<file path="src/hw/rtl/lpg_pkg.sv">
// ----------------------------------------------------------------------------
// lpg_pkg
// Shared types and constants for the line point generator.
// ----------------------------------------------------------------------------
package lpg_pkg;

  localparam int COORD_BITS_DEF = 10;
  localparam int COLOR_BITS     = 16;

  typedef logic [1:0] dir_t;

  localparam dir_t DIR_ZERO = 2'd0;
  localparam dir_t DIR_POS  = 2'd1;
  localparam dir_t DIR_NEG  = 2'd3;

  typedef enum logic {
    REQ_LOAD = 1'b0,
    REQ_STEP = 1'b1
  } req_t;

endpackage

</file>
<file path="src/hw/rtl/lpg_stepper.sv">
// ----------------------------------------------------------------------------
// lpg_stepper
// Line state and DDA step datapath: latches a line on load, presents the
// current point and advances the error terms on each step.
// ----------------------------------------------------------------------------
module lpg_stepper
  import lpg_pkg::*;
#(
  parameter int COORD_BITS = COORD_BITS_DEF
) (
  input  logic                  clk,
  input  logic                  rst_n,
  input  logic                  go,
  input  req_t                  req_type,
  input  logic [COORD_BITS-1:0] start_x,
  input  logic [COORD_BITS-1:0] start_y,
  input  logic [COORD_BITS-1:0] end_x,
  input  logic [COORD_BITS-1:0] end_y,
  input  logic [COLOR_BITS-1:0] pixel_color,
  output logic                  emit,
  output logic [COORD_BITS-1:0] point_x,
  output logic [COORD_BITS-1:0] point_y,
  output logic [COLOR_BITS-1:0] point_color,
  output logic                  last_point
);

  localparam int EW = COORD_BITS + 1;

  logic                  busy_r, busy_nxt;
  logic [COORD_BITS-1:0] cur_col_r, cur_col_nxt;
  logic [COORD_BITS-1:0] cur_row_r, cur_row_nxt;
  logic [EW-1:0]         err_x_r, err_x_nxt;
  logic [EW-1:0]         err_y_r, err_y_nxt;
  logic [COORD_BITS-1:0] abs_dx_r, abs_dx_nxt;
  logic [COORD_BITS-1:0] abs_dy_r, abs_dy_nxt;
  logic [COORD_BITS-1:0] major_len_r, major_len_nxt;
  dir_t                  dir_x_r, dir_x_nxt;
  dir_t                  dir_y_r, dir_y_nxt;
  logic [EW-1:0]         step_cnt_r, step_cnt_nxt;
  logic [COLOR_BITS-1:0] line_color_r, line_color_nxt;

  logic [COORD_BITS-1:0] mag_x, mag_y;
  dir_t                  sdir_x, sdir_y;
  logic [EW-1:0]         sum_x, sum_y;
  logic [EW-1:0]         major_ext;
  logic                  last;

  function automatic logic [COORD_BITS-1:0] move_coord(
    input logic [COORD_BITS-1:0] c,
    input dir_t                  d
  );
    logic [COORD_BITS-1:0] r;
    case (d)
      DIR_POS: r = c + COORD_BITS'(1);
      DIR_NEG: r = c - COORD_BITS'(1);
      default: r = c;
    endcase
    return r;
  endfunction

  // load setup: magnitude and direction per axis
  always_comb begin
    if (end_x > start_x) begin
      mag_x  = end_x - start_x;
      sdir_x = DIR_POS;
    end else if (end_x == start_x) begin
      mag_x  = '0;
      sdir_x = DIR_ZERO;
    end else begin
      mag_x  = start_x - end_x;
      sdir_x = DIR_NEG;
    end
    if (end_y > start_y) begin
      mag_y  = end_y - start_y;
      sdir_y = DIR_POS;
    end else if (end_y == start_y) begin
      mag_y  = '0;
      sdir_y = DIR_ZERO;
    end else begin
      mag_y  = start_y - end_y;
      sdir_y = DIR_NEG;
    end
  end

  assign major_ext   = {1'b0, major_len_r};
  assign sum_x       = err_x_r + {1'b0, abs_dx_r};
  assign sum_y       = err_y_r + {1'b0, abs_dy_r};
  assign last        = (step_cnt_r == major_ext + EW'(1));

  assign emit        = (req_type == REQ_STEP) && busy_r;
  assign point_x     = cur_col_r;
  assign point_y     = cur_row_r;
  assign point_color = line_color_r;
  assign last_point  = last;

  always_comb begin
    busy_nxt       = busy_r;
    cur_col_nxt    = cur_col_r;
    cur_row_nxt    = cur_row_r;
    err_x_nxt      = err_x_r;
    err_y_nxt      = err_y_r;
    abs_dx_nxt     = abs_dx_r;
    abs_dy_nxt     = abs_dy_r;
    major_len_nxt  = major_len_r;
    dir_x_nxt      = dir_x_r;
    dir_y_nxt      = dir_y_r;
    step_cnt_nxt   = step_cnt_r;
    line_color_nxt = line_color_r;
    if (go) begin
      if (req_type == REQ_LOAD) begin
        abs_dx_nxt     = mag_x;
        abs_dy_nxt     = mag_y;
        dir_x_nxt      = sdir_x;
        dir_y_nxt      = sdir_y;
        major_len_nxt  = (mag_x > mag_y) ? mag_x : mag_y;
        cur_col_nxt    = start_x;
        cur_row_nxt    = start_y;
        err_x_nxt      = '0;
        err_y_nxt      = '0;
        step_cnt_nxt   = '0;
        line_color_nxt = pixel_color;
        busy_nxt       = 1'b1;
      end else if (busy_r) begin
        err_x_nxt = sum_x;
        err_y_nxt = sum_y;
        if (sum_x > major_ext) begin
          err_x_nxt   = sum_x - major_ext;
          cur_col_nxt = move_coord(cur_col_r, dir_x_r);
        end
        if (sum_y > major_ext) begin
          err_y_nxt   = sum_y - major_ext;
          cur_row_nxt = move_coord(cur_row_r, dir_y_r);
        end
        step_cnt_nxt = step_cnt_r + EW'(1);
        if (last) begin
          busy_nxt = 1'b0;
        end
      end
    end
  end

  always_ff @(posedge clk) begin
    if (!rst_n) begin
      busy_r       <= 1'b0;
      cur_col_r    <= '0;
      cur_row_r    <= '0;
      err_x_r      <= '0;
      err_y_r      <= '0;
      abs_dx_r     <= '0;
      abs_dy_r     <= '0;
      major_len_r  <= '0;
      dir_x_r      <= DIR_ZERO;
      dir_y_r      <= DIR_ZERO;
      step_cnt_r   <= '0;
      line_color_r <= '0;
    end else begin
      busy_r       <= busy_nxt;
      cur_col_r    <= cur_col_nxt;
      cur_row_r    <= cur_row_nxt;
      err_x_r      <= err_x_nxt;
      err_y_r      <= err_y_nxt;
      abs_dx_r     <= abs_dx_nxt;
      abs_dy_r     <= abs_dy_nxt;
      major_len_r  <= major_len_nxt;
      dir_x_r      <= dir_x_nxt;
      dir_y_r      <= dir_y_nxt;
      step_cnt_r   <= step_cnt_nxt;
      line_color_r <= line_color_nxt;
    end
  end

`ifndef NO_ASSERTIONS
  a_busy_ends_on_last: assert property (@(posedge clk) disable iff (!rst_n)
    $fell(busy_r) && $past(rst_n) |-> $past(go && emit && last))
    else $error("run ended without a last point");

  a_count_bound: assert property (@(posedge clk) disable iff (!rst_n)
    busy_r |-> step_cnt_r <= major_ext + EW'(1))
    else $error("step count past end of run");

  a_err_x_bound: assert property (@(posedge clk) disable iff (!rst_n)
    busy_r |-> err_x_r <= major_ext)
    else $error("x error term out of range");

  a_err_y_bound: assert property (@(posedge clk) disable iff (!rst_n)
    busy_r |-> err_y_r <= major_ext)
    else $error("y error term out of range");
`endif

endmodule

</file>
<file path="src/hw/rtl/line_point_generator.sv">
// ----------------------------------------------------------------------------
// line_point_generator
// A word sits in the input register from the edge that accepts it; its
// point is then loaded into the output register that drives out_tdata and
// out_tvalid. Throughput: one word per cycle; a step uses last cycle's line
// state and waits only while an unaccepted point holds the output register.
// Reset: synchronous active-low rst_n clears the valid flags and the stepper
// state and leaves no run active; steps are ignored until a load word arrives.
// ----------------------------------------------------------------------------
module line_point_generator
  import lpg_pkg::*;
#(
  parameter int COORD_BITS = COORD_BITS_DEF
) (
  input  logic clk,
  input  logic rst_n,
  input  logic in_tvalid,
  output logic in_tready,
  // start_x, start_y, end_x, end_y, pixel_color (low to high), zero padded
  input  logic [((4*COORD_BITS+COLOR_BITS+7)/8)*8-1:0] in_tdata,
  // req_type
  input  logic in_tuser,
  output logic out_tvalid,
  input  logic out_tready,
  // point_x, point_y, point_color (low to high), zero padded
  output logic [((2*COORD_BITS+COLOR_BITS+7)/8)*8-1:0] out_tdata,
  output logic out_tlast
);

  localparam int CB       = COORD_BITS;
  localparam int IN_BITS  = 4*CB + COLOR_BITS;
  localparam int OUT_BITS = 2*CB + COLOR_BITS;
  localparam int OUT_W    = ((OUT_BITS + 7) / 8) * 8;

  logic                in_valid_r;
  logic [IN_BITS-1:0]  in_data_r;
  req_t                in_req_r;
  logic                out_valid_r, out_valid_nxt;
  logic [OUT_BITS-1:0] out_data_r;
  logic                out_last_r;

  logic                go, emit, out_free;
  logic [CB-1:0]       pt_x, pt_y;
  logic [COLOR_BITS-1:0] pt_color;
  logic                pt_last;

  assign out_free  = !out_valid_r || out_tready;
  assign go        = in_valid_r && (out_free || !emit);
  assign in_tready = !in_valid_r || go;

  always_ff @(posedge clk) begin
    if (!rst_n) begin
      in_valid_r <= 1'b0;
    end else if (in_tready) begin
      in_valid_r <= in_tvalid;
    end
  end

  always_ff @(posedge clk) begin
    if (in_tready && in_tvalid) begin
      in_data_r <= in_tdata[IN_BITS-1:0];
      in_req_r  <= req_t'(in_tuser);
    end
  end

  lpg_stepper #(
    .COORD_BITS (COORD_BITS)
  ) u_stepper (
    .clk         (clk),
    .rst_n       (rst_n),
    .go          (go),
    .req_type    (in_req_r),
    .start_x     (in_data_r[CB-1:0]),
    .start_y     (in_data_r[2*CB-1:CB]),
    .end_x       (in_data_r[3*CB-1:2*CB]),
    .end_y       (in_data_r[4*CB-1:3*CB]),
    .pixel_color (in_data_r[IN_BITS-1:4*CB]),
    .emit        (emit),
    .point_x     (pt_x),
    .point_y     (pt_y),
    .point_color (pt_color),
    .last_point  (pt_last)
  );

  always_comb begin
    out_valid_nxt = out_valid_r;
    if (go && emit) begin
      out_valid_nxt = 1'b1;
    end else if (out_tready) begin
      out_valid_nxt = 1'b0;
    end
  end

  always_ff @(posedge clk) begin
    if (!rst_n) begin
      out_valid_r <= 1'b0;
    end else begin
      out_valid_r <= out_valid_nxt;
    end
  end

  always_ff @(posedge clk) begin
    if (go && emit) begin
      out_data_r <= {pt_color, pt_y, pt_x};
      out_last_r <= pt_last;
    end
  end

  assign out_tvalid = out_valid_r;
  assign out_tdata  = OUT_W'(out_data_r);
  assign out_tlast  = out_last_r;

endmodule
</file>
<file path="config.mk">
export PLATFORM = sky130hd
export DESIGN_NAME = line_point_generator
export DESIGN_NICKNAME = d
export VERILOG_FILES = /design/src/hw/rtl/lpg_pkg.sv /design/src/hw/rtl/lpg_stepper.sv /design/src/hw/rtl/line_point_generator.sv
export SDC_FILE = /design/constraint.sdc
export NUM_CORES = 1
export LEC_CHECK = 0
export BUFFER_PORTS_ARGS = -buffer_cell sky130_fd_sc_hd__buf_2
export CAP_MARGIN = 20
export CORE_ASPECT_RATIO = 0.9
export CORE_MARGIN = 2
export CORE_UTILIZATION = 55
export DETAILED_ROUTE_END_ITERATION = 12
export PLACE_DENSITY = 0.84
export SLEW_MARGIN = 10
export SYNTH_ARGS = -nofsm -noshare
export SYNTH_HDL_FRONTEND = slang
export SYNTH_SLANG_ARGS = --single-unit
</file>
<file path="constraint.sdc">
create_clock -name clk -period 5.05 [get_ports clk]
set_input_delay 0.505 -clock clk [delete_from_list [all_inputs] [get_ports clk]]
set_output_delay 0.505 -clock clk [all_outputs]
set_load 0.02 [all_outputs]
</file>
==> flow_metrics.env, run 1 <==
export IMPL_status="finished, final reports clean"
export IMPL_maxSlewHeadroom_pct=29.4
export IMPL_drt_pass1_iterations=5
export IMPL_timing_fmax_mhz=210
export IMPL_cts_buffers=17
export IMPL_pwr_share_comb_pct=25.0
export IMPL_path_cells="inv_1, ha_1, or2_0, a21oi_2, a311oi_2, a211oi_4, mux2i_1, mux2i_1, ha_1, o21ai_0, a21oi_1, o211ai_1, a21oi_1, o41ai_1, buf_4, or2_2, nor3_1, a211o_1"
export IMPL_finClkSkew_ns=0.0141
export IMPL_cp_slowest_cell="a211oi_4"
export IMPL_globalRouteTotalUtil_pct=25.8
export IMPL_synthArstFlopShare_pct=0
export IMPL_yosysTopAreaCell="edfxtp_1"
export IMPL_syn_area_um2=12000
export IMPL_yosys_area_share_simple_pct=13.9
export IMPL_gr_total_overflow=0
export IMPL_cts_tree="done"
export IMPL_rows=51
export IMPL_final_common_cell="nand2_1"
export IMPL_vias=9997
export IMPL_crit_buf_inv=2
export IMPL_drc=0
export IMPL_instances_no_fill=1645
export IMPL_wl_per_cell_um=17.8
export IMPL_cts_setup_buffers=0
export IMPL_drv_cap=0
export IMPL_muxShareOfSynthArea_pct=4.10
export IMPL_placed_area_um2=12700
export IMPL_period_share_pct=94.5
export IMPL_synthXorXnorAreaFrac_pct=4.60
export IMPL_die_height_um=144
export IMPL_power_density_nw_per_um2=332
export IMPL_ys_seq_area_share_pct=41.3
export IMPL_clkPwrFrac_pct=34.1
export IMPL_synth_edf_count=94
export IMPL_grt_pass1_vias=9726
export IMPL_p_switching_mw=1.51
export IMPL_ctsResizeCount=0
export IMPL_syn_to_final_growth_pct=11.7
export IMPL_leakage_nw=5.78
export IMPL_slowest_delay_ns=0.53
export IMPL_hold_start="in_tuser"
export IMPL_reg2reg_from="in_data_r[6]"
export IMPL_insertion_delay_ns=0.46
export IMPL_n_antenna_cell=0
export IMPL_p_int_mw=2.94
export IMPL_postSynthCellCount=1264
export IMPL_cts_root_buffer="clkbuf_16"
export IMPL_seqCellArea_um2=4940
export IMPL_synth_top_area_share_pct=23.6
export IMPL_hold_buffers=0
export IMPL_fill_cells=1728
export IMPL_io_pins=104
export IMPL_viasPerCell=6.08
export IMPL_ys_ff_latch=200
export IMPL_p_sw_share_pct=33.9
export IMPL_hold_viol_final=0
export IMPL_place_gp_congestion=0.930
export IMPL_synth_compound_area_share_pct=18.3
export IMPL_final_max_slew_viol_count=0
export IMPL_synthTopCellsByArea="edfxtp_1 24%, dfxtp_1 18%, ha_1 11%, a21oi_1 4.0%, nand2_1 3.9%"
export IMPL_crit_arrival_ns=5.12
export IMPL_crit_path_end_kind="flip-flop"
export IMPL_htreeDepth=4
export IMPL_fin_setup_tns_ns=0
export IMPL_fin_ws_ns=0.278
export IMPL_rsz0062_at_grt="no"
export IMPL_critPathKind="reg -> reg"
export IMPL_worst_setup_path_start_kind="flip-flop"
export IMPL_clock_sinks=200
export IMPL_start_util_pct=55.7
export IMPL_worst_slew_pin_slew_ns=1.06
export IMPL_yosysWarnings=0
export IMPL_min_path_type="in -> reg"
export IMPL_drt_total_wl_um=29200
export IMPL_hpwl_um=20700
export IMPL_dp_worst_setup_slack_ns=0.470
export IMPL_ant_nets=0
export IMPL_nNetsFinal=1518
export IMPL_synth_adder_area_share_pct=12.8
export IMPL_grt_pass1_wl_um=47300
export IMPL_multi_input_area_um2=6450
export IMPL_post_route_cell_area_um2=13400
export IMPL_io_buffers=99
export IMPL_cp_top_family="compound AO/OA/AOI/OAI gates"
export IMPL_path_clk_slew_ns=0.09
export IMPL_grt_antenna_before_repair=0
export IMPL_syn_avg_cell_area_um2=9.47
export IMPL_layout_min_cycle_time_ns=4.77
export IMPL_startpoint="in_data_r[6]"
export IMPL_ir_drop_uv=236
export IMPL_core_area_um2=21500
export IMPL_pwr_share_seq_pct=40.9
export IMPL_layout_common_cells="122 x nand2_1, 106 x ha_1, 106 x dfxtp_1"
export IMPL_cp_max_fo=11
export IMPL_die_w_um=160
export IMPL_setup_viol=0
export IMPL_grt_start_max_net_pins=70
export IMPL_first_iter_violations=898
export IMPL_dieArea_um2=23000
export IMPL_dpl_cell_count=1613
export IMPL_clockBufferDepth=2
export IMPL_hold_ws_ns=0.216
export IMPL_required_ns=5.39
export IMPL_synth_cell_types=74
export IMPL_final_layout_size_suffix_gt1_share_pct=13.1
export IMPL_synth_top_family_by_area="compound AO/OA/AOI/OAI gates"
export IMPL_synth_flop_cell="dfxtp_1"
[logic make-up (layout without fill, tap and decap cells)]
kind of cell	count (synthesis)	in the layout
XOR/XNOR	62	62
other	1	4
flip-flops	200	200
AO/OA/AOI/OAI	329	329
adder cells (fa/ha/maj)	116	116
multiplexers	48	48
buffers and inverters	150	237
AND/OR/NAND/NOR	358	358
[power groups by stage]
stage	clock [mW]	combinational, mW	sequential [mW]
after global placement	0	1.04	1.85
final	1.51	1.11	1.82
after CTS	1.52	1.09	1.81
after global routing	1.58	1.22	1.82
after detailed placement	0	1.08	1.85
after floorplan	0	0.834	1.83
[synthesized netlist by cell type (37+ instances only)]
cell type and count:
nand3_1 41, inv_1 92, nor2_1 76, ha_1 106, nor3_1 41, dfxtp_1 106
nand2_1 123, edfxtp_1 94, mux2i_1 40, a21oi_1 96, xnor2_1 37, o21ai_0 72
[flip-flops by register name, summed over array words and instances (netlist names)]
register	cells
in_data_r	56
out_data_r	36
u_stepper.point_color	16
u_stepper.err_x_r	11
u_stepper.err_y_r	11
u_stepper.step_cnt_r	11
u_stepper.abs_dx_r	10
u_stepper.abs_dy_r	10
u_stepper.major_len_r	10
u_stepper.point_x	10
u_stepper.point_y	10
u_stepper.dir_x_r	2
u_stepper.dir_y_r	2
in_req_r	1
in_valid_r	1
out_tlast	1
out_tvalid	1
u_stepper.busy_r	1
[layer usage]
| metal | share of wire (%) | GRT usage, % | wire, um | up-vias |
|---|---|---|---|---|
| li1 | - | - | - | 4700 |
| met3 | 7.8 | 5.37 | 2280 | 104 |
| met5 | 0 | 0 | 0 | - |
| met2 | 46 | 43.1 | 13400 | 454 |
| met4 | 4.0 | 12.5 | 1170 | 0 |
| met1 | 42 | 32.2 | 12300 | 4739 |
[final cells by class]
| cell class | instances | share of cell area (%) |
|---|---|---|
| well taps | 291 | 2.72 |
| clock inverters | 15 | 1.78 |
| multi-input cells | 917 | 48.3 |
| clock buffers | 17 | 3.18 |
| inverters | 94 | 2.64 |
| flip-flops and latches | 200 | 37.0 |
| repair buffers | 111 | 4.38 |
[worst paths after layout]
check                                                end  slack, ns  cells after the start
worst max-delay path            u_stepper.major_len_r[6]       0.28                     18
worst min-delay path                            in_req_r       0.22                      1
worst max register to register  u_stepper.major_len_r[6]       0.28                     18
worst min register to register            out_data_r[31]       0.44                      0
[per-stage QoR]
stage	power, mW	utilization, %
floorplan	2.67	-
global placement	2.89	59.1
detailed placement	2.93	59.1
CTS	4.42	62.2
global route	4.62	62.2
finish	4.44	62.2
No activity file was read; power rests on OpenSTA's default activity.
==> inputs of run 2 (changes only) <==
Settings changed: GPL_TIMING_DRIVEN set to 0.
==> flow_metrics.env, run 2 (synthesized netlist as in run 1, its figures left out) <==
export IMPL_status="finished, final reports clean"
export IMPL_cts_root_buffer="clkbuf_16"
export IMPL_grt_pass1_vias=9915
export IMPL_final_layout_size_suffix_gt1_share_pct=13.2
export IMPL_cts_tree="done"
export IMPL_drv_cap=0
export IMPL_pwr_share_comb_pct=25.8
export IMPL_first_iter_violations=1037
export IMPL_hpwl_um=22900
export IMPL_syn_to_final_growth_pct=13.7
export IMPL_maxSlewHeadroom_pct=39.2
export IMPL_start_util_pct=55.7
export IMPL_grt_start_max_net_pins=35
export IMPL_layout_min_cycle_time_ns=4.95
export IMPL_cts_buffers=17
export IMPL_hold_start="in_tdata[44]"
export IMPL_rows=51
export IMPL_crit_path_end_kind="flip-flop"
export IMPL_fin_util_pct=63.3
export IMPL_setup_viol=0
export IMPL_worst_slew_pin_slew_ns=0.912
export IMPL_final_common_cell="nand2_1"
export IMPL_vias=10200
export IMPL_drt_pass1_iterations=6
export IMPL_n_antenna_cell=0
export IMPL_insertion_delay_ns=0.46
export IMPL_finClkSkew_ns=0.0113
export IMPL_hold_viol_final=0
export IMPL_dieArea_um2=23000
export IMPL_drt_total_wl_um=31400
export IMPL_p_sw_share_pct=33.8
export IMPL_wl_per_cell_um=18.5
export IMPL_core_area_um2=21500
export IMPL_largest_register="in_data_r"
export IMPL_worst_setup_path_start_kind="flip-flop"
export IMPL_cp_max_fo=10
export IMPL_worstHoldEndpoint="in_data_r[44]"
export IMPL_gr_total_overflow=0
export IMPL_ant_nets=0
export IMPL_die_w_um=160
export IMPL_grt_antenna_before_repair=0
export IMPL_min_path_type="in -> reg"
export IMPL_viasPerCell=6.00
export IMPL_period_share_pct=98.1
export IMPL_clockBufferDepth=2
export IMPL_drc=0
export IMPL_dp_worst_setup_slack_ns=0.161
export IMPL_fin_setup_tns_ns=0
export IMPL_die_height_um=144
export IMPL_r2r_slack_ns=0.1
export IMPL_p_switching_mw=1.50
export IMPL_io_buffers=98
export IMPL_critPathKind="reg -> reg"
export IMPL_final_max_slew_viol_count=0
export IMPL_clkPwrFrac_pct=33.4
export IMPL_r2r_cells=23
export IMPL_p_int_mw=2.94
export IMPL_pwr_share_seq_pct=40.8
export IMPL_path_clk_slew_ns=0.09
export IMPL_grt_pass1_wl_um=49400
export IMPL_required_ns=5.38
export IMPL_crit_arrival_ns=5.29
export IMPL_hold_depth=1
export IMPL_r2r_end="u_stepper.major_len_r[6]"
export IMPL_layout_common_cells="123 x nand2_1, 107 x buf_2, 106 x ha_1, 106 x dfxtp_1, 96 x a21oi_1"
export IMPL_power_density_nw_per_um2=327
export IMPL_htreeDepth=4
export IMPL_fin_ws_ns=0.0964
export IMPL_clock_sinks=200
export IMPL_hold_buffers=0
export IMPL_leakage_nw=5.88
export IMPL_nNetsFinal=1568
export IMPL_timing_fmax_mhz=202
export IMPL_largest_reg_flops=56
export IMPL_place_gp_congestion=0.923
export IMPL_ir_drop_uv=226
export IMPL_globalRouteTotalUtil_pct=27.4
export IMPL_reg2reg_from="in_data_r[30]"
export IMPL_io_pins=104
run 2: cell count changes in the layout (fill, tap and decap cells not counted), sizes merged:
| cell | previous run | this run |
|---|---|---|
| buf | 111 | 124 |
| clkbuf | 17 | 54 |
| clkinv | 6 | 7 |
| inv | 103 | 102 |
run 2: worst max path at each step:
stage / start / to
after floorplan: in_data_r[0] / u_stepper.major_len_r[1]
after global placement: in_req_r / in_data_r[50]
after detailed placement: in_data_r[30] / u_stepper.major_len_r[1]
after CTS: in_data_r[30] / u_stepper.major_len_r[1]
after global routing: in_data_r[30] / u_stepper.major_len_r[6]
final: in_data_r[30] / u_stepper.major_len_r[6]
run 2: timing repair:
| item | CTS | global route |
|---|---|---|
| gates resized for setup | 0 | 5 |
| setup buffers | 0 | 5 |
| setup endpoints to repair | 0 | 10 |
run 2: critical path: stages, from the launching register on:
cell	delay, ns
edfxtp_1	0.44
inv_1	0.08
ha_1	0.18
inv_1	0.07
fa_1	0.44
a211oi_2	0.26
nor3_1	0.12
o22ai_2	0.26
buf_2	0.29
nand3b_1	0.11
o31ai_1	0.11
mux2i_1	0.25
buf_4	0.16
inv_1	0.06
ha_1	0.31
o21ai_0	0.09
a21oi_1	0.07
o211ai_1	0.16
a21oi_1	0.08
o41ai_1	0.44
or2_2	0.19
buf_1	0.26
nor3_1	0.10
a211o_1	0.31
run 2: layout make-up:
| type | count | area, um^2 |
|---|---|---|
| multi-input combinational | 917 | 6470 |
| clock buffer | 17 | 425 |
| inverter | 94 | 353 |
| tap | 291 | 364 |
| buffer | 56 | 250 |
| sequential | 200 | 4940 |
| clock inverter | 15 | 231 |
| timing repair buffer | 105 | 568 |
| fill | 1708 | 7900 |
run 2: layer usage:
layer	vias up	wire, um	GRT usage, %
met5	-	0	0
met4	0	896	12.2
met3	78	3290	6.15
met2	538	14500	45.8
met1	4766	12700	34.1
li1	4789	-	-
run 2: stage by stage:
stage | cell area (um^2) | cells | hold WS, ns | total power [mW]
after detailed placement | 12900 | 1658 | 0.416 | 2.94
after global routing | 13600 | 1695 | 0.205 | 4.62
after floorplan | 12000 | 1267 | 0.408 | 2.67
final | 13600 | 1695 | 0.217 | 4.44
after global placement | 12800 | 1656 | 0.410 | 2.90
after CTS | 13500 | 1690 | 0.208 | 4.41
run 2: power groups by stage:
stage	clock network (mW)	logic, mW	registers, mW
floorplan	0	0.834	1.83
global placement	0	1.05	1.85
detailed placement	0	1.09	1.85
CTS	1.49	1.10	1.81
global route	1.55	1.25	1.82
finish	1.48	1.15	1.81
